===== src/hdl/ibe_pkg.sv =====
// ---------------------------------------------------------------------------
// I2C bit engine package
// Widths, opcodes, command classes and the words passed between stages.
// ---------------------------------------------------------------------------
`default_nettype none

package ibe_pkg;

   localparam int OPCODE_W        = 3;
   localparam int BYTE_W          = 8;
   localparam int TIMEOUT_W       = 16;
   localparam int BIT_CNT_W       = 4;
   localparam int PHASE_W         = 3;
   localparam int IBE_QUEUE_DEPTH = 2;

   localparam logic [TIMEOUT_W-1:0] ACK_TIMEOUT_RESET = 16'd250;
   localparam logic [BIT_CNT_W-1:0] BITS_PER_BYTE     = 4'd8;

   localparam logic [OPCODE_W-1:0] OP_TICK  = 3'd0;
   localparam logic [OPCODE_W-1:0] OP_START = 3'd1;
   localparam logic [OPCODE_W-1:0] OP_STOP  = 3'd2;
   localparam logic [OPCODE_W-1:0] OP_WRITE = 3'd3;
   localparam logic [OPCODE_W-1:0] OP_READ  = 3'd4;

   typedef enum logic [4:0] {
      CMD_IDLE  = 5'b00001,
      CMD_START = 5'b00010,
      CMD_STOP  = 5'b00100,
      CMD_WRITE = 5'b01000,
      CMD_READ  = 5'b10000
   } cmd_type;

   typedef logic [PHASE_W-1:0] phase_type;

   typedef struct packed {
      cmd_type           cmd;
      logic [BYTE_W-1:0] data_byte;
      logic              send_nack;
      logic              sda_in;
   } entry_type;

   typedef struct packed {
      logic              scl_level;
      logic              sda_level;
      logic              busy_res;
      logic              cmd_done;
      logic [BYTE_W-1:0] read_byte;
      logic              nack_seen;
   } result_type;

endpackage

`default_nettype wire


===== src/hdl/ibe_back.sv =====
// ---------------------------------------------------------------------------
// I2C bit engine sequencer
// Runs one bus quantum per word and holds the result word for the sink.
// ---------------------------------------------------------------------------
`default_nettype none

module ibe_back import ibe_pkg::*; (
   input  wire logic                 clock,
   input  wire logic                 reset,
   input  wire logic                 csr_valid,
   output      logic                 csr_ready,
   input  wire logic [TIMEOUT_W-1:0] csr_data,
   input  wire logic                 pop_valid,
   output      logic                 pop_ready,
   input  wire entry_type            pop_entry,
   output      logic                 rsp_valid,
   input  wire logic                 rsp_ready,
   output      result_type           rsp_word
);

   localparam phase_type SEQ_FIRST    = 3'd0;
   localparam phase_type SEQ_SECOND   = 3'd1;
   localparam phase_type SEQ_LAST     = 3'd2;

   localparam phase_type WR_BIT_SETUP = 3'd0;
   localparam phase_type WR_BIT_CLOCK = 3'd1;
   localparam phase_type WR_ACK_SETUP = 3'd2;
   localparam phase_type WR_ACK_POLL  = 3'd3;
   localparam phase_type WR_ACK_END   = 3'd4;
   localparam phase_type WR_STOP_LOW  = 3'd5;
   localparam phase_type WR_STOP_HIGH = 3'd6;
   localparam phase_type WR_STOP_END  = 3'd7;

   localparam phase_type RD_SAMPLE    = 3'd0;
   localparam phase_type RD_CLOCK_LOW = 3'd1;
   localparam phase_type RD_ACK_DRIVE = 3'd2;
   localparam phase_type RD_ACK_HIGH  = 3'd3;
   localparam phase_type RD_ACK_LOW   = 3'd4;
   localparam phase_type RD_RELEASE   = 3'd5;

   cmd_type              cmd_ff,       cmd_in;
   phase_type            phase_ff,     phase_in;
   logic [BIT_CNT_W-1:0] bit_ff,       bit_in;
   logic [BYTE_W-1:0]    shift_ff,     shift_in;
   logic [TIMEOUT_W-1:0] wait_ff,      wait_in;
   logic                 scl_ff,       scl_in;
   logic                 sda_ff,       sda_in;
   logic                 ack_mode_ff,  ack_mode_in;
   logic [BYTE_W-1:0]    held_read_ff, held_read_in;
   logic                 held_nack_ff, held_nack_in;
   logic [TIMEOUT_W-1:0] timeout_ff;
   logic                 rsp_valid_ff;
   result_type           rsp_word_ff,  rsp_word_in;
   logic                 pop;

   assign csr_ready = 1'b1;
   assign pop_ready = !rsp_valid_ff || rsp_ready;
   assign pop       = pop_valid && pop_ready;
   assign rsp_valid = rsp_valid_ff;
   assign rsp_word  = rsp_word_ff;

   always_comb begin
      logic busy;
      logic fin;
      cmd_in       = cmd_ff;
      phase_in     = phase_ff;
      bit_in       = bit_ff;
      shift_in     = shift_ff;
      wait_in      = wait_ff;
      scl_in       = scl_ff;
      sda_in       = sda_ff;
      ack_mode_in  = ack_mode_ff;
      held_read_in = held_read_ff;
      held_nack_in = held_nack_ff;
      fin          = 1'b0;

      if (cmd_ff == CMD_IDLE && pop_entry.cmd != CMD_IDLE) begin
         cmd_in   = pop_entry.cmd;
         phase_in = SEQ_FIRST;
         bit_in   = '0;
         wait_in  = '0;
         if (pop_entry.cmd == CMD_WRITE) begin
            shift_in     = pop_entry.data_byte;
            held_nack_in = 1'b0;
         end
         if (pop_entry.cmd == CMD_READ) begin
            shift_in    = '0;
            ack_mode_in = pop_entry.send_nack;
         end
      end
      busy = (cmd_in != CMD_IDLE);

      case (cmd_in)
         CMD_START: begin
            case (phase_in)
               SEQ_FIRST: begin
                  sda_in = 1'b1; scl_in = 1'b1; phase_in = SEQ_SECOND;
               end
               SEQ_SECOND: begin
                  sda_in = 1'b0; phase_in = SEQ_LAST;
               end
               SEQ_LAST: begin
                  scl_in = 1'b0; fin = 1'b1;
               end
               default: fin = 1'b1;
            endcase
         end
         CMD_STOP: begin
            case (phase_in)
               SEQ_FIRST: begin
                  sda_in = 1'b0; phase_in = SEQ_SECOND;
               end
               SEQ_SECOND: begin
                  scl_in = 1'b1; phase_in = SEQ_LAST;
               end
               SEQ_LAST: begin
                  sda_in = 1'b1; fin = 1'b1;
               end
               default: fin = 1'b1;
            endcase
         end
         CMD_WRITE: begin
            case (phase_in)
               WR_BIT_SETUP: begin
                  sda_in = shift_in[BYTE_W-1]; scl_in = 1'b0; phase_in = WR_BIT_CLOCK;
               end
               WR_BIT_CLOCK: begin
                  scl_in   = 1'b1;
                  shift_in = {shift_in[BYTE_W-2:0], 1'b0};
                  bit_in   = bit_in + BIT_CNT_W'(1);
                  phase_in = (bit_in >= BITS_PER_BYTE) ? WR_ACK_SETUP : WR_BIT_SETUP;
               end
               WR_ACK_SETUP: begin
                  scl_in = 1'b0; sda_in = 1'b1; wait_in = '0; phase_in = WR_ACK_POLL;
               end
               WR_ACK_POLL: begin
                  scl_in = 1'b1; sda_in = 1'b1;
                  if (!pop_entry.sda_in) begin
                     phase_in = WR_ACK_END;
                  end else if (wait_in >= timeout_ff) begin
                     phase_in = WR_STOP_LOW;
                  end else begin
                     wait_in = wait_in + TIMEOUT_W'(1);
                  end
               end
               WR_ACK_END: begin
                  scl_in = 1'b0; held_nack_in = 1'b0; fin = 1'b1;
               end
               WR_STOP_LOW: begin
                  scl_in = 1'b0; sda_in = 1'b0; phase_in = WR_STOP_HIGH;
               end
               WR_STOP_HIGH: begin
                  scl_in = 1'b1; phase_in = WR_STOP_END;
               end
               WR_STOP_END: begin
                  sda_in = 1'b1; held_nack_in = 1'b1; fin = 1'b1;
               end
               default: fin = 1'b1;
            endcase
         end
         CMD_READ: begin
            case (phase_in)
               RD_SAMPLE: begin
                  scl_in   = 1'b1; sda_in = 1'b1;
                  shift_in = {shift_in[BYTE_W-2:0], pop_entry.sda_in};
                  phase_in = RD_CLOCK_LOW;
               end
               RD_CLOCK_LOW: begin
                  scl_in   = 1'b0;
                  bit_in   = bit_in + BIT_CNT_W'(1);
                  phase_in = (bit_in >= BITS_PER_BYTE) ? RD_ACK_DRIVE : RD_SAMPLE;
               end
               RD_ACK_DRIVE: begin
                  sda_in = ack_mode_in; scl_in = 1'b0; phase_in = RD_ACK_HIGH;
               end
               RD_ACK_HIGH: begin
                  scl_in = 1'b1; phase_in = RD_ACK_LOW;
               end
               RD_ACK_LOW: begin
                  scl_in = 1'b0;
                  if (ack_mode_in) begin
                     fin = 1'b1;
                  end else begin
                     phase_in = RD_RELEASE;
                  end
               end
               RD_RELEASE: begin
                  sda_in = 1'b1; fin = 1'b1;
               end
               default: fin = 1'b1;
            endcase
            if (fin) begin
               held_read_in = shift_in;
            end
         end
         default: fin = 1'b0;
      endcase

      if (fin) begin
         cmd_in   = CMD_IDLE;
         phase_in = SEQ_FIRST;
      end

      rsp_word_in.scl_level = scl_in;
      rsp_word_in.sda_level = sda_in;
      rsp_word_in.busy_res  = busy;
      rsp_word_in.cmd_done  = fin;
      rsp_word_in.read_byte = held_read_in;
      rsp_word_in.nack_seen = held_nack_in;
   end

   always_ff @(posedge clock) begin
      if (reset) begin
         cmd_ff       <= CMD_IDLE;
         phase_ff     <= '0;
         bit_ff       <= '0;
         shift_ff     <= '0;
         wait_ff      <= '0;
         scl_ff       <= 1'b1;
         sda_ff       <= 1'b1;
         ack_mode_ff  <= 1'b0;
         held_read_ff <= '0;
         held_nack_ff <= 1'b0;
         timeout_ff   <= ACK_TIMEOUT_RESET;
         rsp_valid_ff <= 1'b0;
      end else begin
         if (csr_valid) begin
            timeout_ff <= csr_data;
         end
         if (pop) begin
            cmd_ff       <= cmd_in;
            phase_ff     <= phase_in;
            bit_ff       <= bit_in;
            shift_ff     <= shift_in;
            wait_ff      <= wait_in;
            scl_ff       <= scl_in;
            sda_ff       <= sda_in;
            ack_mode_ff  <= ack_mode_in;
            held_read_ff <= held_read_in;
            held_nack_ff <= held_nack_in;
            rsp_valid_ff <= 1'b1;
         end else if (rsp_ready) begin
            rsp_valid_ff <= 1'b0;
         end
      end
   end

   always_ff @(posedge clock) begin
      if (pop) begin
         rsp_word_ff <= rsp_word_in;
      end
   end

endmodule

`default_nettype wire


===== config.mk =====
export PLATFORM = sky130hd
export DESIGN_NAME = ibe_back
export DESIGN_NICKNAME = d
export VERILOG_FILES = /design/src/hdl/ibe_pkg.sv /design/src/hdl/ibe_back.sv
export SDC_FILE = /design/constraint.sdc
export NUM_CORES = 1
export LEC_CHECK = 0
export BUFFER_PORTS_ARGS = -buffer_cell sky130_fd_sc_hd__buf_2
export CAP_MARGIN = 0
export CORE_UTILIZATION = 64
export DETAILED_ROUTE_END_ITERATION = 8
export PLACE_DENSITY_LB_ADDON = 0.15
export SLEW_MARGIN = 0
export SYNTH_ARGS = -nofsm -noshare
export SYNTH_HDL_FRONTEND = slang
export SYNTH_SLANG_ARGS = --single-unit

===== constraint.sdc =====
create_clock -name clock -period 9.6 [get_ports clock]
set_input_delay 1.44 -clock clock [delete_from_list [all_inputs] [get_ports clock]]
set_output_delay 1.44 -clock clock [all_outputs]
set_load 0.005 [all_outputs]

==> results of run 1 <==
## registers in the layout, indices dropped and copies added (netlist names), 3 cells and up
| signal | cells |
|---|---|
| timeout_ff | 16 |
| wait_ff | 16 |
| rsp_word | 13 |
| held_read_ff | 8 |
| shift_ff | 8 |
| cmd_ff | 5 |
| bit_ff | 4 |
| phase_ff | 3 |
## per-stage QoR
| stage | cell area [µm²] | hold slack [ps] |
|---|---|---|
| after CTS | 5514 | 474.1 |
| after global placement | 5346 | 441.1 |
| after global routing | 5514 | 496.0 |
| after floorplan | 5119 | 433.8 |
| after detailed placement | 5346 | 462.2 |
| final | 5514 | 472.1 |
## logic make-up (layout without fill, tap and decap cells)
group,Yosys count,after routing,synth area share
other,1,1,0.0007326
multiplexers,27,27,0.05622
flip-flops,78,78,0.3305
adder cells (fa/ha/maj),17,17,0.04155
XOR/XNOR,2,2,0.003423
AND/OR/NAND/NOR,251,251,0.2564
AO/OA/AOI/OAI,183,183,0.2554
buffers and inverters,68,98,0.05573
## critical path, delay by kind of cell
kind	cells	cell delay (ps)
AOI/OAI and AO/OA	6	1930
buffers and inverters	2	470
and+or+nand+nor	4	930
adders and majority gates	1	300
## Yosys cell counts (all sizes together), types with 10 or more instances
cell    instances
nand2          66
dfxtp          65
nor2           47
a21oi          42
o21ai          38
nor3           31
clkbuf         28
inv            28
nand3          20
mux2i          19
ha             17
and3           15
nand4          14
a31o           13
and2           13
edfxtp         13
buf            12
nand2b         11
o211ai         11
a31oi          10
## worst max path at each step
stage | from | to | slack (ps) | depth (start not counted)
2_1_floorplan | pop_entry[12] | wait_ff[3] | 4390 | 15
3_3_place_gp | pop_entry[12] | wait_ff[3] | 4690 | 13
3_5_place_dp | pop_entry[12] | wait_ff[10] | 4470 | 13
4_1_cts | pop_entry[12] | wait_ff[10] | 4830 | 13
5_1_grt | pop_entry[12] | wait_ff[10] | 4560 | 13
6_report | pop_entry[12] | wait_ff[10] | 4770 | 13
## power by group through the flow
stage | clock network (µW) | registers (µW) | logic, µW
3_5_place_dp | 0 | 375 | 188
4_1_cts | 227 | 367 | 189
3_3_place_gp | 0 | 373 | 183
5_1_grt | 241 | 370 | 211
6_report | 228 | 368 | 194
2_1_floorplan | 0 | 365 | 146
## layout make-up
type	instances	area, µm²
Multi-Input combinational cell	481	3142
Fill cell	603	2213
Sequential cell	78	1692
Timing Repair Buffer	54	280.3
Clock buffer	11	131.4
Tap cell	102	127.6
Inverter	28	105.1
Clock inverter	5	36.28
## metal layers
metal / up-vias / global-route usage / share of wire
li1: 2395 / - / -
met1: 2357 / 0.4091 / 0.41
met2: 240 / 0.5226 / 0.48
met3: 42 / 0.04523 / 0.073
met4: 0 / 0.1825 / 0.028
met5: - / 0 / 0
==> impl_metrics.py, run 1 <==
metrics = {
    "pwr": {
        "p_sw_frac": 0.3517,
        "p_total_uw": 789.6,
        "ir_drop_mv": 0.08286,
        "p_comb_frac": 0.245,
        "power.internal_uw": 511.9,
        "p_per_area_nw_per_um2": 143.2,
        "cellLeakagePower_uw": 0.002281,
        "clkPwrFrac": 0.289,
        "switchingPower_uw": 277.7,
        "seq_power_share": 0.466,
    },
    "finish": {
        "fin_nets": 705,
        "n_antenna_cell": 0,
        "syn_to_final_growth_pct": 7.724,
        "layout_commonest_cell": "nand2_1",
        "utilization": 0.7136,
        "final_cell_mix": "nand2_1 (66), dfxtp_1 (65), buf_2 (50), nor2_1 (47), a21oi_1 (42)",
        "drive_gt1_frac": 0.1583,
        "fin_cells": 759,
    },
    "clocking": {
        "numCtsBuffers": 9,
        "root_buffer": "clkbuf_8",
        "cts_tree": "built",
        "clock_path_buffers": 2,
        "cts.sink_count": 78,
        "cts-resized-gates": 0,
        "clk_pin_slew_ps": 80,
        "clk_latency_ps": 360,
        "holdBufCountCts": 0,
        "cts_setup_buffers": 0,
        "htreeDepth": 3,
    },
    "min_path": {
        "hold_start": "ack_mode_ff",
        "hold_class": "reg -> reg",
        "whs_path_depth": 2,
        "hold_path_end": "ack_mode_ff",
    },
    "sta": {
        "worstMarginPinSlew_ps": 1155,
        "fmax_mhz": 207.0,
        "fin_ws_ps": 4770,
        "skew_ps": 10.93,
        "slew_viol_final": 0,
        "setup_violations": 0,
        "finalSetupTns_ps": 0,
        "layout_min_cycle_time_ps": 4830,
        "fin_crit_sh": 0.5032,
        "rsz0062_at_grt": "false",
        "relSlewSlack": 0.2298,
        "hold_viol": 0,
    },
    "routing": {
        "ant_nets": 0,
        "drt_iter0_markers": 405,
        "first_pass_iters": 5,
        "vias": 5034,
        "routed_wl_mm": 13.19,
        "via_per_inst": 6.632,
        "drcViolationCount": 0,
        "drt-wirelength-per-cell_um": 17.38,
    },
    "setup_path": {
        "ff2ff_setup_slack_ps": 5560,
        "cp.arrival_ps": 5070,
        "max_stage_delay_ps": 820,
        "ff2ff_path_depth": 12,
        "r2r_end": "wait_ff[10]",
        "startpoint_type": "input pin",
        "crit_fanout": 30,
        "crit_chain": "buf_2 > or3_1 > o211ai_1 > buf_4 > nand2_1 > ha_1 > nand2b_1 > a21oi_1 > a211oi_1 > o311ai_0 > nand4_1 > o41ai_1 > o2bb2a_1",
        "cp-end-kind": "register",
        "slowest_stage": "o311ai_0",
        "path_class": "in -> reg",
        "reg2reg_from": "cmd_ff[0]",
        "cp.required_ps": 9840,
    },
    "logic_synthesis": {
        "yosys-top-cells-area": "dfxtp_1 (25%), edfxtp_1 (7.6%), nand2_1 (4.8%)",
        "synth.distinct_cells": 79,
        "ys_warn_count": 0,
        "ys_seq_elements": 78,
        "synth-edff-count": 13,
        "post_synth.cell_area_avg_um2": 8.164,
        "syn_area_um2": 5119,
        "postSynthCellCount": 627,
        "synth_top_area_cell": "dfxtp_1",
        "syn_nets": 680,
        "async_flop_share": 0,
        "ys.flop_type": "dfxtp_1",
        "yosysSeqAreaShare": 0.3305,
        "yosysTopAreaCellShare": 0.2542,
    },
    "placement": {
        "io_buffers": 50,
        "gp_congestion": 0.9617,
        "dp.cells": 743,
        "dp_hpwl_mm": 8.894,
        "pre_cts_ws_ps": 4469,
    },
    "grt": {
        "grt_max_degree": 47,
        "grt_pass1_vias": 4649,
        "grt_pass1_wl_mm": 21.87,
        "grt_usage": 0.3220,
        "overflow": 0,
        "antenna_found_initial": 0,
    },
    "floorplanning": {
        "die_h_um": 91.43,
        "die_area_um2": 8359,
        "core_um2": 7727,
        "fp-row-count": 32,
        "start_util": 0.6624,
        "pin_count": 52,
        "die_w_um": 91.43,
    },
    "run_status": {
        "status": "finished, final reports clean",
    },
    "flow_run": {
        "maxCapViolCount": 0,
    },
}
Power figures use the tool's default switching activity.
==> run 2, diff against run 1 <==
CORE_UTILIZATION = 60   (was 64)
clock period = 5 ns   (was 9.6 ns; I/O delays follow)
==> run 2 against run 1 <==
Setup slack got worse by 3800 ps. Clock-buffer cell count decreased by 1. Power rose by 98%. Sequential share of layout area decreased by 0.29 points. Core utilization is 3.6 points lower. Combinational power grew 91%. Cell area rose by 0.95%. Worst hold slack worse by 9.9 ps. First-iteration DRC count is 5.9% lower. Critical path type unchanged. Largest power group unchanged.
==> impl_metrics.py, run 2 (synthesized netlist as in run 1, its figures left out) <==
metrics = {
    "sta": {
        "fmax_mhz": 249.0,
        "setup_violations": 0,
        "layout_min_cycle_time_ps": 4016,
        "skew_ps": 11.56,
        "rsz0062_at_grt": "false",
        "finalSetupTns_ps": 0,
        "worstMarginPinSlew_ps": 1041,
        "fin_crit_sh": 0.8032,
        "slew_viol_final": 0,
        "relSlewSlack": 0.3044,
        "hold_viol": 0,
    },
    "clocking": {
        "clk_pin_slew_ps": 80,
        "numCtsBuffers": 9,
        "cts_tree": "built",
        "htreeDepth": 3,
        "cts_setup_buffers": 0,
        "root_buffer": "clkbuf_8",
        "cts.sink_count": 78,
        "clk_latency_ps": 360,
        "holdBufCountCts": 0,
        "cts-resized-gates": 0,
        "clock_path_buffers": 2,
    },
    "finish": {
        "final_cell_mix": "nand2_1 (66), dfxtp_1 (65), buf_2 (50), nor2_1 (47), a21oi_1 (42)",
        "n_antenna_cell": 0,
        "syn_to_final_growth_pct": 8.751,
        "drive_gt1_frac": 0.1636,
        "fin_cells": 765,
        "fin_nets": 708,
        "nFillCells": 723,
        "layout_commonest_cell": "nand2_1",
        "fin_area_um2": 5567,
    },
    "setup_path": {
        "max_stage_delay_ps": 580,
        "crit_fanout": 30,
        "ff2ff_path_depth": 12,
        "cp-end-kind": "register",
        "ff2ff_setup_slack_ps": 1040,
        "cp.arrival_ps": 4260,
        "r2r_end": "wait_ff[3]",
        "path_delay_family": "simple AND/OR/NAND/NOR gates",
        "reg2reg_from": "cmd_ff[0]",
        "startpoint_type": "input pin",
        "crit_buf_inv": 2,
        "slowest_stage": "or4_1",
        "cp.required_ps": 5240,
        "crit_chain": "buf_2 > or3_1 > o211ai_1 > buf_4 > and2_1 > ha_1 > a21o_1 > a21o_1 > a22oi_1 > nand3b_1 > or4_1 > a31o_2 > a31o_2",
        "path_class": "in -> reg",
    },
    "routing": {
        "vias": 4911,
        "via_per_inst": 6.420,
        "drt-wirelength-per-cell_um": 16.93,
        "first_pass_iters": 8,
        "routed_wl_mm": 12.95,
        "drcViolationCount": 0,
        "drt_iter0_markers": 381,
        "ant_nets": 0,
    },
    "min_path": {
        "hold_class": "reg -> reg",
        "hold_path_end": "ack_mode_ff",
        "hold_start": "ack_mode_ff",
        "whs_path_depth": 2,
    },
    "run_status": {
        "status": "finished, final reports clean",
    },
    "grt": {
        "grt_max_degree": 48,
        "grt_pass1_wl_mm": 21.04,
        "overflow": 0,
        "antenna_found_initial": 0,
        "grt_pass1_vias": 4419,
        "grt_usage": 0.2999,
    },
    "floorplanning": {
        "start_util": 0.6230,
        "core_um2": 8217,
        "pin_count": 52,
        "fp-row-count": 33,
        "die_w_um": 94.37,
        "die_area_um2": 8905,
        "die_h_um": 94.37,
    },
    "placement": {
        "dpl_cell_area_um2": 5373,
        "io_buffers": 50,
        "dp.cells": 749,
        "dp_hpwl_mm": 8.892,
        "gp_congestion": 0.9239,
    },
    "pwr": {
        "p_per_area_nw_per_um2": 280.6,
        "ir_drop_mv": 0.1231,
        "cellLeakagePower_uw": 0.002307,
    },
    "flow_run": {
        "maxCapViolCount": 0,
    },
}
-- run 2: worst max path at each step --
| stage | from | to | slack (ps) | cells past startpoint |
|---|---|---|---|---|
| 6_report | pop_entry[12] | wait_ff[3] | 980 | 13 |
| 3_3_place_gp | pop_entry[12] | wait_ff[3] | 790 | 13 |
| 2_1_floorplan | pop_entry[12] | wait_ff[3] | 480 | 15 |
| 3_5_place_dp | pop_entry[12] | wait_ff[3] | 670 | 13 |
| 4_1_cts | pop_entry[12] | wait_ff[3] | 1010 | 13 |
| 5_1_grt | pop_entry[12] | wait_ff[3] | 750 | 13 |
-- run 2: layout make-up --
| cell class | count | area, µm² | share of cell area |
|---|---|---|---|
| multi-input combinational | 481 | 3142 | 0.5644 |
| sequential | 78 | 1692 | 0.3039 |
| timing repair buffer | 57 | 302.8 | 0.05439 |
| tap | 105 | 131.4 | 0.02360 |
| clock buffer | 10 | 127.6 | 0.02293 |
| inverter | 28 | 105.1 | 0.01888 |
| clock inverter | 6 | 66.31 | 0.01191 |
-- run 2: layer usage --
metal / track usage / part of all wire / vias to the layer above
met5: 0 / 0 / -
met2: 0.5030 / 0.49 / 173
met3: 0.04267 / 0.058 / 23
met4: 0.1141 / 0.016 / 0
li1: - / - / 2394
met1: 0.3885 / 0.43 / 2321
-- run 2: where the power goes --
group | internal, µW | switching [µW]
Sequential | 671 | 34.5
Combinational | 131 | 240
Clock | 234 | 251
Total | 1040 | 526
-- run 2: metrics by stage --
stage / worst slack (ps) / util / power [µW] / hold WS (ps)
floorplan: 484.2 / - / 981.5 / 433.8
CTS: 1014 / 0.6775 / 1563 / 466.8
global placement: 787.4 / 0.6539 / 1071 / 440.2
global route: 745.2 / 0.6775 / 1639 / 490.3
finish: 984.2 / 0.6775 / 1562 / 462.2
detailed placement: 673.3 / 0.6539 / 1081 / 455.7
-- run 2: worst register-to-register path, stage by stage (launching register included) --
cell      delay [ps]
dfxtp_1          570
nor2b_1          360
o211ai_1         150
buf_4            250
and2_1           230
ha_1             300
a21o_1           180
a21o_1           160
a22oi_1          250
nand3b_1         320
or4_1            580
a31o_2           270
a31o_2           230
