<file path="config.mk">
export PLATFORM = sky130hd
export DESIGN_NAME = ibe_queue
export DESIGN_NICKNAME = d
export VERILOG_FILES = /design/src/hdl/ibe_pkg.sv /design/src/hdl/ibe_queue.sv
export SDC_FILE = /design/constraint.sdc
export NUM_CORES = 1
export LEC_CHECK = 0
export BUFFER_PORTS_ARGS = -buffer_cell sky130_fd_sc_hd__buf_2
export CAP_MARGIN = 20
export CORE_ASPECT_RATIO = 0.9
export CORE_MARGIN = 10
export CORE_UTILIZATION = 34
export CTS_CLUSTER_DIAMETER = 40
export DETAILED_ROUTE_END_ITERATION = 8
export PLACE_DENSITY = 0.61
export SLEW_MARGIN = 25
export SYNTH_ARGS = -nofsm -noshare
export SYNTH_HDL_FRONTEND = slang
export SYNTH_SLANG_ARGS = --single-unit
</file>
<file path="constraint.sdc">
create_clock -name clock -period 4.6 [get_ports clock]
set_input_delay 1.15 -clock clock [delete_from_list [all_inputs] [get_ports clock]]
set_output_delay 1.15 -clock clock [all_outputs]
set_load 0.02 [all_outputs]
</file>
<file path="src/hdl/ibe_pkg.sv">
// ---------------------------------------------------------------------------
// I2C bit engine package
// Widths, opcodes, command classes and the words passed between stages.
// ---------------------------------------------------------------------------
`default_nettype none

package ibe_pkg;

   localparam int OPCODE_W        = 3;
   localparam int BYTE_W          = 8;
   localparam int TIMEOUT_W       = 16;
   localparam int BIT_CNT_W       = 4;
   localparam int PHASE_W         = 3;
   localparam int IBE_QUEUE_DEPTH = 2;

   localparam logic [TIMEOUT_W-1:0] ACK_TIMEOUT_RESET = 16'd250;
   localparam logic [BIT_CNT_W-1:0] BITS_PER_BYTE     = 4'd8;

   localparam logic [OPCODE_W-1:0] OP_TICK  = 3'd0;
   localparam logic [OPCODE_W-1:0] OP_START = 3'd1;
   localparam logic [OPCODE_W-1:0] OP_STOP  = 3'd2;
   localparam logic [OPCODE_W-1:0] OP_WRITE = 3'd3;
   localparam logic [OPCODE_W-1:0] OP_READ  = 3'd4;

   typedef enum logic [4:0] {
      CMD_IDLE  = 5'b00001,
      CMD_START = 5'b00010,
      CMD_STOP  = 5'b00100,
      CMD_WRITE = 5'b01000,
      CMD_READ  = 5'b10000
   } cmd_type;

   typedef logic [PHASE_W-1:0] phase_type;

   typedef struct packed {
      cmd_type           cmd;
      logic [BYTE_W-1:0] data_byte;
      logic              send_nack;
      logic              sda_in;
   } entry_type;

   typedef struct packed {
      logic              scl_level;
      logic              sda_level;
      logic              busy_res;
      logic              cmd_done;
      logic [BYTE_W-1:0] read_byte;
      logic              nack_seen;
   } result_type;

endpackage

`default_nettype wire

</file>
<file path="src/hdl/ibe_queue.sv">
// ---------------------------------------------------------------------------
// I2C bit engine queue
// Short first-in first-out buffer between the front end and the sequencer.
// ---------------------------------------------------------------------------
`default_nettype none

module ibe_queue import ibe_pkg::*; #(
   parameter int DEPTH = IBE_QUEUE_DEPTH
) (
   input  wire logic      clock,
   input  wire logic      reset,
   input  wire logic      in_valid,
   output      logic      in_ready,
   input  wire entry_type in_entry,
   output      logic      out_valid,
   input  wire logic      out_ready,
   output      entry_type out_entry
);

   localparam int PTR_W = (DEPTH > 1) ? $clog2(DEPTH) : 1;
   localparam int CNT_W = $clog2(DEPTH + 1);
   localparam logic [PTR_W-1:0] LAST_PTR = PTR_W'(DEPTH - 1);
   localparam logic [CNT_W-1:0] FULL_CNT = CNT_W'(DEPTH);

   entry_type        slot_ff [DEPTH];
   logic [PTR_W-1:0] wr_ptr_ff, wr_ptr_in;
   logic [PTR_W-1:0] rd_ptr_ff, rd_ptr_in;
   logic [CNT_W-1:0] count_ff,  count_in;
   logic             push, pop;

   assign in_ready  = (count_ff != FULL_CNT);
   assign out_valid = (count_ff != '0);
   assign push      = in_valid && in_ready;
   assign pop       = out_valid && out_ready;
   assign out_entry = slot_ff[rd_ptr_ff];

   always_comb begin
      wr_ptr_in = wr_ptr_ff;
      rd_ptr_in = rd_ptr_ff;
      count_in  = count_ff;
      if (push) begin
         wr_ptr_in = (wr_ptr_ff == LAST_PTR) ? '0 : wr_ptr_ff + PTR_W'(1);
      end
      if (pop) begin
         rd_ptr_in = (rd_ptr_ff == LAST_PTR) ? '0 : rd_ptr_ff + PTR_W'(1);
      end
      if (push && !pop) begin
         count_in = count_ff + CNT_W'(1);
      end else if (pop && !push) begin
         count_in = count_ff - CNT_W'(1);
      end
   end

   always_ff @(posedge clock) begin
      if (reset) begin
         wr_ptr_ff <= '0;
         rd_ptr_ff <= '0;
         count_ff  <= '0;
      end else begin
         wr_ptr_ff <= wr_ptr_in;
         rd_ptr_ff <= rd_ptr_in;
         count_ff  <= count_in;
      end
   end

   always_ff @(posedge clock) begin
      if (push) begin
         slot_ff[wr_ptr_ff] <= in_entry;
      end
   end

endmodule

`default_nettype wire

</file>
==> results of run 1 <==
==> where the power goes <==
part | total (mW) | internal (mW) | switching (mW) | leakage (nW)
clock network | 0.199 | 0.103 | 0.0962 | 0.0403
registers | 0.437 | 0.400 | 0.0362 | 0.321
logic | 0.258 | 0.114 | 0.144 | 0.257
==> worst max-delay path by stage <==
stage	startpoint	end	cells past startpoint
after floorplan	flop	out_entry[10]	3
after global placement	flop	out_entry[11]	2
after detailed placement	flop	out_entry[12]	2
after CTS	flop	out_entry[12]	2
after global routing	flop	out_entry[12]	2
final	flop	out_entry[12]	2
==> per-layer routing <==
| layer | GRT usage [%] | vias to the layer above | wire length [um] |
|---|---|---|---|
| met5 | 0 | - | 0 |
| met4 | 3.95 | 0 | 31 |
| met3 | 4.49 | 5 | 240 |
| met2 | 10.9 | 26 | 1060 |
| met1 | 7.80 | 329 | 1030 |
| li1 | - | 348 | - |
==> sequential cells by signal, indices dropped and copies added, names as in the netlist, named ones only <==
signal	flops
wr_ptr_ff	1
slot_ff	30
count_ff	2
rd_ptr_ff	1
==> layout make-up <==
type                    instances  share of cell area (%)
repair buffers                 35                    10.9
inverters                       1                   0.233
clock buffers                   6                    4.50
multi-input cells              33                    18.3
well taps                      46                    3.57
clock inverters                 2                   0.465
flip-flops and latches         35                    62.1
==> synth_stat cells <==
| cell type | count | share of area, % |
|---|---|---|
| edfxtp_1 | 30 | 69 |
| or2_2 | 1 | 0.48 |
| and3_1 | 1 | 0.48 |
| buf_2 | 1 | 0.38 |
| dfxtp_1 | 5 | 7.6 |
| nand3b_1 | 1 | 0.57 |
| a21bo_2 | 1 | 0.76 |
| o21ai_0 | 2 | 0.76 |
| nor2_1 | 3 | 0.86 |
| xor2_1 | 3 | 2.0 |
| nand2b_4 | 1 | 1.0 |
| mux2_2 | 15 | 13 |
| ha_1 | 1 | 0.95 |
| or3_1 | 1 | 0.48 |
| buf_4 | 1 | 0.57 |
| and2_1 | 1 | 0.48 |
| inv_1 | 1 | 0.29 |
| a21oi_1 | 2 | 0.76 |
==> through the flow <==
step	power (mW)	hold WS (ns)
after floorplan	0.627	0.472
after global placement	0.702	0.485
after detailed placement	0.710	0.496
after CTS	0.911	0.522
after global routing	0.949	0.558
final	0.894	0.515
==> logic make-up (layout without fill, tap and decap cells) <==
kind of cell | Yosys count | in the layout | synth area share (%)
compound gates | 5 | 5 | 2.29
xor+xnor | 3 | 3 | 2.00
simple gates | 9 | 9 | 4.39
buf+inv | 3 | 44 | 1.24
mux | 15 | 15 | 12.9
fa+ha+maj | 1 | 1 | 0.953
flops | 35 | 35 | 76.3
==> worst max-delay path, stage by stage, from the launching register on <==
cell,delay (ns)
dfxtp_1,0.74
mux2_2,0.41
buf_2,0.16
==> key figures, run 1 <==
Run status
  • Status: finished, final reports clean

Die
  • I/O pins: 36
  • Total die area: 6750 um2
  • Initial Util: 35.2%
  • Core Area: 3730 um2
  • Site Rows: 21
  • Chip height: 78.9 um
  • Die X: 85.5 um

Clock tree
  • CTS Buffer Depth: 2
  • Root Driver: clkbuf_8
  • CTS tree: done
  • Clk sinks: 35
  • H-tree Lvls: 2
  • Worst-Skew Late Latency: 0.27 ns
  • Cts repair resizes: 0
  • Clock Pin Slew Worst Setup and Hold Paths: 0.06 ns
  • Post-CTS Setup Inserts: 0
  • CTS Buf Count: 5
  • Hold buffers post-CTS: 0

Final layout
  • Synth-to-Final Area Change: 22.9%
  • Antenna cell count: 0
  • Post-Route Utilization: 43.2%
  • Commonest non-fill, non-tap cells in the layout: buf_2 (35), edfxtp_1 (30), mux2_2 (15), dfxtp_1 (5), clkbuf_8 (5)
  • Fillers: 345
  • Final Cell Area: 1610 um2
  • Final cell count without fillers: 158
  • Fin nets: 131
  • Most common cell after layout, fill and taps aside: buf_2
  • Multi-input gate area: 295 um2
  • Layout cells sized above 1: 51.8%
  • Register area: 1000 um2

STA
  • Relative slew slack: 52.2%
  • Worst-Margin Slew: 0.717 ns
  • Setup Skew: 0.00425 ns
  • RSZ-0062 raised after global routing: false
  • Setup WS post-layout: 1.86 ns
  • Hold Vio Cnt, Final: 0
  • Final Critical Period: 2.74 ns
  • Final setup TNS: 0 ns
  • Setup violations, final: 0
  • Pins over their slew limit: 0
  • Final Cycle Share: 59.5%
  • Fmax: 365 MHz

Place
  • IO Port Bufs: 35
  • DP Cell Count: 150
  • DP Worst Slack: 2.12 ns
  • Hpwl dp: 1.72 mm
  • Area after DPL: 1530 um2
  • RD Place Congestion: 0.648

Global route
  • First-pass GRT wire length: 3.81 mm
  • GRT overflow: 0
  • Initial antenna violation count: 0
  • Vias in the first global route: 831
  • Tot GR Track Use: 7.26%
  • Pin count of the biggest net entering global routing: 16

Worst setup path
  • Critical path startpoint category: flop
  • Arr. time, crit path: 1.59 ns
  • Setup Crit Path Kind: reg -> out
  • Worst Setup End Kind: primary output
  • Crit Path Max Fanout: 15
  • Worst R2R End: count_ff[1]
  • CP Data Required Time: 3.45 ns
  • Internal reg-to-reg setup slack: 2.99 ns
  • Reg2reg start: count_ff[0]
  • FF-to-FF path depth: 5

Yosys
  • #FFs+latches synth: 35
  • Synthesized Nets: 91
  • Synth Instances: 71
  • YS warnings: 0
  • Syn avg cell area: 18.5 um2
  • Yosys cell types: 18
  • Mapped Area: 1310 um2
  • Register area share after synthesis: 76.3%

Drt
  • Remaining DRCs: 0
  • Initial DRC count: 35
  • Routed vias/inst: 4.48
  • Routed len/inst: 14.9 um
  • Post-route ant nets: 0
  • Total Wirelength: 2.36 mm
  • Pre-antenna DRT Iters: 3
  • Vias: 708

Hold path
  • Hold depth: 2
  • Worst Hold Launch: rd_ptr_ff
  • HP Class: reg -> reg

Pwr
  • Maximum vdd drop: 250 uV
  • PwrDens: 554 nW/um2
  • LEAKAGE: 0.618 nW

Job
  • Max Cap Viol: 0
Note: power is estimated with default switching activity, not from simulation.
==> inputs of run 2 (changes only) <==
--- a/config.mk
+++ b/config.mk
@@ -5,6 +5,7 @@
 export SDC_FILE = /design/constraint.sdc
 export NUM_CORES = 1
 export LEC_CHECK = 0
+export ABC_AREA = 1
 export BUFFER_PORTS_ARGS = -buffer_cell sky130_fd_sc_hd__buf_2
 export CAP_MARGIN = 20
 export CORE_ASPECT_RATIO = 0.9
@@ -12,7 +13,7 @@
 export CORE_UTILIZATION = 34
 export CTS_CLUSTER_DIAMETER = 40
 export DETAILED_ROUTE_END_ITERATION = 8
-export PLACE_DENSITY = 0.61
+export PLACE_DENSITY = 0.6
 export SLEW_MARGIN = 25
 export SYNTH_ARGS = -nofsm -noshare
 export SYNTH_HDL_FRONTEND = slang
==> constraint.sdc (replaced) <==
create_clock -name clock -period 2.8 [get_ports clock]
set_input_delay 0.7 -clock clock [delete_from_list [all_inputs] [get_ports clock]]
set_output_delay 0.7 -clock clock [all_outputs]
set_load 0.02 [all_outputs]
==> run 2 against run 1 <==
  * Worst hold slack got worse by 0.030 ns
  * Sequential power rose by 59%
  * Combinational power rose by 87%
  * Die area rose by 3.9%
  * Register-to-register slack got worse by 1.8 ns
  * Design area rose by 4.4%
  * First-iteration DRC count rose by 60%
  * Critical path type unchanged
  * Non-clock buffer count rose by 3
  * Via count rose by 11%
==> key figures, run 2 <==
Run status
  • Status: finished, final reports clean

Drt
  • Post-route ant nets: 0 (unchanged)
  • Routed vias/inst: 4.52 (+0.81%)
  • Initial DRC count: 56 (+60%)
  • Pre-antenna DRT Iters: 4 (+1)
  • Total Wirelength: 2.50 mm (+6.0%)
  • Remaining DRCs: 0 (unchanged)
  • Vias: 786 (+11%)
  • Routed len/inst: 14.3 um (-3.8%)

Worst setup path
  • Internal reg-to-reg setup slack: 1.18 ns (-1.81 ns)
  • Critical path startpoint category: flop
  • CP Data Required Time: 2.10 ns (-1.35 ns)
  • CP delay by family, top: buffers and inverters
  • Arr. time, crit path: 1.43 ns (-0.16 ns)
  • Worst path depth: 3 (+1)
  • Setup Crit Path Kind: reg -> out
  • Worst Setup End Kind: primary output
  • Worst path bufs/invs: 2 (+1)
  • Crit path cell chain: buf_4, mux2_2, buf_2
  • CP max stage cell: dfxtp_1
  • Worst stage delay on the critical path: 0.36 ns (-0.38 ns)
  • Crit Path Max Fanout: 13 (-2)
  • FF-to-FF path depth: 5 (unchanged)

Yosys
  • Synth top cells by count: edfxtp_1 (30), mux2_4 (10), inv_1 (8), nand2_1 (8), nor2_1 (7)
  • YS warnings: 0 (unchanged)
  • Area leader, netlist: edfxtp_1
  • #FFs+latches synth: 35 (unchanged)
  • Post-synthesis adder-cell area fraction: 0.907% (-0.047 points)
  • EDFF count, synth: 30 (unchanged)
  • Synth area leaders: edfxtp_1 (65%), mux2_4 (11%), dfxtp_1 (7.3%)
  • Mapped Area: 1380 um2 (+5.1%)
  • Count leader, synth: edfxtp_1
  • Register area share after synthesis: 72.5% (-3.7 points)
  • Synthesized Nets: 104 (+14%)
  • Synth Instances: 84 (+18%)
  • Largest family of logic cells by synthesized area: multiplexers
  • Yosys top cell area share: 65.3% (-3.4 points)
  • Most used flip-flop cell after synthesis: edfxtp_1
  • Async SR Flop Fraction: 0% (unchanged)
  • Post-Synth XOR/XNOR Area: 0% (-2.0 points)
  • Syn avg cell area: 16.4 um2 (-11%)
  • Compound-Gate Fraction of Synth Area: 1.45% (-0.84 points)
  • Yosys cell types: 15 (-3)
  • Multiplexer share of the synthesized area: 15.0% (+2.1 points)
  • Simple-gate portion of the synthesized area: 5.71% (+1.3 points)

Final layout
  • Commonest non-fill, non-tap cells in the layout: buf_2 (35), edfxtp_1 (30), mux2_4 (10), inv_1 (8), nand2_1 (8)
  • Registers with the most flip-flops: slot_ff x30, count_ff x2
  • Max reg flops: 30 (unchanged)
  • Fin nets: 147 (+12%)
  • Layout cells sized above 1: 46.1% (-5.7 points)
  • Antenna cell count: 0 (unchanged)
  • Largest Register: slot_ff
  • Synth-to-Final Area Change: 22.0%
  • Most common cell after layout, fill and taps aside: buf_2
  • Post-Route Utilization: 44.2% (+0.98 points)

STA
  • Worst-Margin Slew: 0.476 ns (-0.241 ns)
  • RSZ-0062 raised after global routing: false
  • Min Hold Slack: 0.486 ns (-0.0296 ns)
  • Fmax: 470 MHz
  • Final Cycle Share: 75.9%
  • Hold Vio Cnt, Final: 0 (unchanged)
  • Setup Skew: 0.00556 ns (+0.00131 ns)
  • Relative slew slack: 68.1% (+16 points)
  • Setup violations, final: 0 (unchanged)
  • Final Critical Period: 2.13 ns
  • Pins over their slew limit: 0 (unchanged)
  • Final setup TNS: 0 ns (unchanged)

Pwr
  • PwrDens: 893 nW/um2 (+61%)
  • Clk pwr share: 21.6% (-0.7 points)
  • Maximum vdd drop: 420 uV (+68%)
  • Sw power: 0.476 mW (+72%)
  • LEAKAGE: 0.695 nW (+12%)
  • Reg power frac: 46.3% (-2.5 points)
  • Switching share of power: 31.6% (+0.71 points)
  • Combinational share of power: 32.1% (+3.2 points)
  • Cell internal pwr: 1.03 mW (+66%)

Clock tree
  • Clock Pin Slew Worst Setup and Hold Paths: 0.06 ns (about the same)
  • CTS Buffer Depth: 2 (unchanged)
  • CTS Buf Count: 5 (unchanged)
  • Root Driver: clkbuf_8
  • Cts repair resizes: 0 (unchanged)
  • H-tree Lvls: 2 (unchanged)
  • Clk sinks: 35 (unchanged)
  • Hold buffers post-CTS: 0 (unchanged)
  • Post-CTS Setup Inserts: 0 (unchanged)
  • CTS tree: done
  • Worst-Skew Late Latency: 0.27 ns (about the same)

Global route
  • GRT busiest layer: met2
  • GRT overflow: 0 (unchanged)
  • First-pass GRT wire length: 4.07 mm (+6.9%)
  • Initial antenna violation count: 0 (unchanged)
  • Pin count of the biggest net entering global routing: 14 (-2)
  • Met1 usage: 8.54% (+0.74 points)
  • Grt met3 use: 5.75% (+1.3 points)
  • Tot GR Track Use: 7.74% (+0.48 points)
  • Vias in the first global route: 835 (+0.48%)
  • Met2 usage: 11.4% (+0.57 points)

Die
  • Site Rows: 21 (unchanged)
  • Core Area: 3810 um2 (+2.1%)
  • Chip height: 80.4 um (+1.9%)
  • Die X: 87.2 um (+1.9%)
  • I/O pins: 36 (unchanged)
  • Initial Util: 36.2% (+1.0 points)
  • Total die area: 7010 um2 (+3.9%)

Place
  • RD Place Congestion: 0.637 (-1.7%)
  • IO Port Bufs: 35 (unchanged)
  • Hpwl dp: 1.93 mm (+12%)

Hold path
  • Hold depth: 1 (-1)
  • HP Class: reg -> reg

Job
  • Max Cap Viol: 0 (unchanged)
## run 2: cell count changes after synthesis, moves of 2 or more
cell / change
nor2_1: +4
xor2_1: -3
inv_1: +7
nand2_1: +8
mux2_2: -10
mux2_4: +10
nand3_1: +2
## run 2: path summary, 6_finish.rpt
check,start,to
worst max-delay path,flop,out_entry[14]
worst min register to register,count_ff[0],count_ff[0]
worst min-delay path,count_ff[0],count_ff[0]
worst max register to register,count_ff[0],slot_ff[1][10]
## run 2: final cells by class
| class | instances | area [um2] |
|---|---|---|
| multi-input cells | 39 | 318 |
| clock inverters | 2 | 7.51 |
| clock buffers | 6 | 72.6 |
| repair buffers | 38 | 198 |
| fillers | 343 | 2130 |
| inverters | 8 | 30.0 |
| flip-flops and latches | 35 | 1000 |
| well taps | 46 | 57.6 |
## run 2: metrics by stage
stage	cell area (um2)	setup slack, ns	cells	power [mW]
after floorplan	1380	0.987	84	1.07
after global placement	1600	0.973	166	1.18
after detailed placement	1600	0.930	166	1.20
after CTS	1680	0.652	174	1.53
after global routing	1680	0.577	174	1.62
final	1680	0.674	174	1.50
## run 2: cells by family (layout without fill, tap and decap cells)
| kind of cell | Yosys count | count (layout) |
|---|---|---|
| flops | 35 | 35 |
| buf+inv | 10 | 54 |
| compound gates | 4 | 4 |
| simple gates | 19 | 19 |
| fa+ha+maj | 1 | 1 |
| mux | 15 | 15 |
## run 2: power groups by stage
stage	logic [mW]	registers, mW	clock network (mW)
floorplan	0.371	0.696	0
global placement	0.480	0.702	0
detailed placement	0.495	0.707	0
CTS	0.496	0.696	0.336
global route	0.538	0.704	0.373
finish	0.483	0.696	0.325
## run 2: routing by layer
metal | vias to the layer above | part of all wire [%]
met5 | - | 0
met4 | 0 | 1.0
met3 | 5 | 10
met2 | 31 | 45
met1 | 364 | 44
li1 | 386 | -
==> inputs of run 3 (changes only) <==
==> constraint.sdc (replaced) <==
create_clock -name clock -period 2.1 [get_ports clock]
set_input_delay 0.525 -clock clock [delete_from_list [all_inputs] [get_ports clock]]
set_output_delay 0.525 -clock clock [all_outputs]
set_load 0.02 [all_outputs]
==> run 3 against run 2 <==
  * Final cell count grew 0.57%
  * Flip-flop and latch count is the same
  * Total power grew 35%
  * Die area is the same
  * Sequential share of layout area shrank 0.70 points
  * Critical path type unchanged
  * Critical endpoint unchanged
  * Largest cell class unchanged
==> key figures, run 3 (synthesis gave the netlist of run 2 again) <==
Die
  • Chip height: 80.4 um (unchanged)
  • I/O pins: 36 (unchanged)
  • Core Area: 3810 um2 (unchanged)
  • Site Rows: 21 (unchanged)
  • Die X: 87.2 um (unchanged)
  • Initial Util: 36.2% (unchanged)
  • Total die area: 7010 um2 (unchanged)

Clock tree
  • H-tree Lvls: 2 (unchanged)
  • Hold buffers post-CTS: 0 (unchanged)
  • CTS Buf Count: 5 (unchanged)
  • CTS Buffer Depth: 2 (unchanged)
  • Clk sinks: 35 (unchanged)
  • Worst-Skew Late Latency: 0.28 ns (about the same)
  • Cts repair resizes: 0 (unchanged)
  • CTS tree: done
  • Post-CTS Setup Inserts: 0 (unchanged)
  • Clock Pin Slew Worst Setup and Hold Paths: 0.07 ns (about the same)
  • Root Driver: clkbuf_8

Pwr
  • Switching share of power: 31.5% (-0.094 points)
  • Power Total: 2.03 mW (+35%)
  • Maximum vdd drop: 502 uV (+20%)
  • Cell internal pwr: 1.39 mW (+35%)
  • Clk pwr share: 21.7% (about the same)
  • Combinational share of power: 32.5% (+0.4 points)
  • Reg power frac: 45.9% (-0.4 points)
  • PwrDens: 1190 nW/um2 (+33%)
  • LEAKAGE: 0.703 nW (+1.2%)
  • Sw power: 0.639 mW (+34%)

STA
  • Relative slew slack: 81.6% (+13 points)
  • Setup Skew: 0.00304 ns (-0.00252 ns)
  • Worst-Margin Slew: 0.275 ns (-0.201 ns)
  • Hold Vio Cnt, Final: 0 (unchanged)
  • Final Critical Period: 1.89 ns
  • Pins over their slew limit: 0 (unchanged)
  • Min Hold Slack: 0.435 ns (-0.0508 ns)
  • Final setup TNS: 0 ns (unchanged)
  • Fmax: 528 MHz
  • Final Cycle Share: 90.2%
  • Setup violations, final: 0 (unchanged)
  • RSZ-0062 raised after global routing: false

Final layout
  • Layout cells sized above 1: 46.5% (+0.42 points)
  • Antenna cell count: 0 (unchanged)
  • Largest Register: slot_ff
  • Post-Route Utilization: 44.7% (+0.53 points)
  • Registers with the most flip-flops: slot_ff x30, count_ff x2
  • Synth-to-Final Area Change: 23.5%
  • Max reg flops: 30 (unchanged)
  • Fin nets: 148 (+0.68%)
  • Most common cell after layout, fill and taps aside: buf_2
  • Final cell count without fillers: 175 (+0.57%)
  • Commonest non-fill, non-tap cells in the layout: buf_2 (35), edfxtp_1 (30), mux2_4 (10), inv_1 (8), nand2_1 (8)

Hold path
  • Worst Hold Launch: in_entry[13]
  • Hold depth: 1 (unchanged)
  • Hold worst-path end: slot_ff[0][13]
  • HP Class: in -> reg

Global route
  • First-pass GRT wire length: 3.93 mm (-3.6%)
  • Initial antenna violation count: 0 (unchanged)
  • GRT overflow: 0 (unchanged)
  • Tot GR Track Use: 7.33% (-0.42 points)
  • Pin count of the biggest net entering global routing: 14 (unchanged)
  • Vias in the first global route: 868 (+4.0%)

Drt
  • Routed vias/inst: 4.47 (-0.95%)
  • Pre-antenna DRT Iters: 4 (unchanged)
  • Initial DRC count: 30 (-46%)
  • Post-route ant nets: 0 (unchanged)
  • Vias: 783 (-0.38%)
  • Remaining DRCs: 0 (unchanged)
  • Routed len/inst: 14.8 um (+3.0%)
  • Total Wirelength: 2.59 mm (+3.6%)

Worst setup path
  • Crit path cell chain: buf_12, mux2_2, buf_2
  • Worst stage delay on the critical path: 0.41 ns (+0.05 ns)
  • Worst Setup End Kind: primary output
  • Critical path startpoint category: flop
  • FF-to-FF path depth: 5 (unchanged)
  • Internal reg-to-reg setup slack: 0.66 ns (-0.52 ns)
  • Reg2reg start: count_ff[0]
  • CP Data Required Time: 1.57 ns (-0.53 ns)
  • CP max stage cell: dfxtp_1
  • Arr. time, crit path: 1.37 ns (-0.06 ns)
  • Setup Crit Path Kind: reg -> out
  • Worst R2R End: slot_ff[0][5]
  • Crit Path Max Fanout: 13 (unchanged)

Place
  • IO Port Bufs: 35 (unchanged)
  • DP Cell Count: 167 (+0.60%)
  • RD Place Congestion: 0.620 (-2.6%)
  • Hpwl dp: 2.00 mm (+3.6%)

Run status
  • Status: finished, final reports clean

Job
  • Max Cap Viol: 0 (unchanged)
## run 3: area by class of cell
class | count | area [um2]
multi-input cells | 39 | 318
clock inverters | 2 | 7.51
fillers | 364 | 2110
clock buffers | 6 | 72.6
repair buffers | 39 | 218
inverters | 8 | 30.0
well taps | 46 | 57.6
flip-flops and latches | 35 | 1000
## run 3: worst max-delay path by stage
stage,from,endpoint,slack [ns],cells after the start
after CTS,flop,out_entry[14],0.17,3
after floorplan,count_ff[0],slot_ff[1][0],0.36,4
after global placement,flop,out_entry[14],0.51,3
final,flop,out_entry[14],0.21,3
after detailed placement,flop,out_entry[14],0.48,3
after global routing,flop,out_entry[14],0.15,3
## run 3: through the flow
stage,instance area (um2),setup WS [ns]
floorplan,1380,0.360
global placement,1620,0.514
detailed placement,1620,0.482
CTS,1700,0.172
global route,1700,0.153
finish,1700,0.205
## run 3: power groups by stage
stage                     clock network, mW  logic, mW  registers, mW
after floorplan                           0      0.494          0.928
after CTS                             0.465      0.677          0.931
final                                 0.439      0.658          0.930
after detailed placement                  0      0.675          0.946
after global routing                  0.480      0.720          0.941
after global placement                    0      0.658          0.936
## run 3: per-layer routing
metal	up-vias	wire (um)	part of all wire (%)	GRT usage, %
met3	3	286	11	4.84
li1	383	-	-	-
met1	367	1030	40	7.16
met4	0	28	1.1	2.39
met2	30	1240	48	12.3
met5	-	0	0	0
## run 3: critical path, delay by kind of cell, from the launching register on
family / cells / cell delay (ns)
muxes: 1 / 0.33
buffers and inverters: 2 / 0.35
DFF: 1 / 0.41
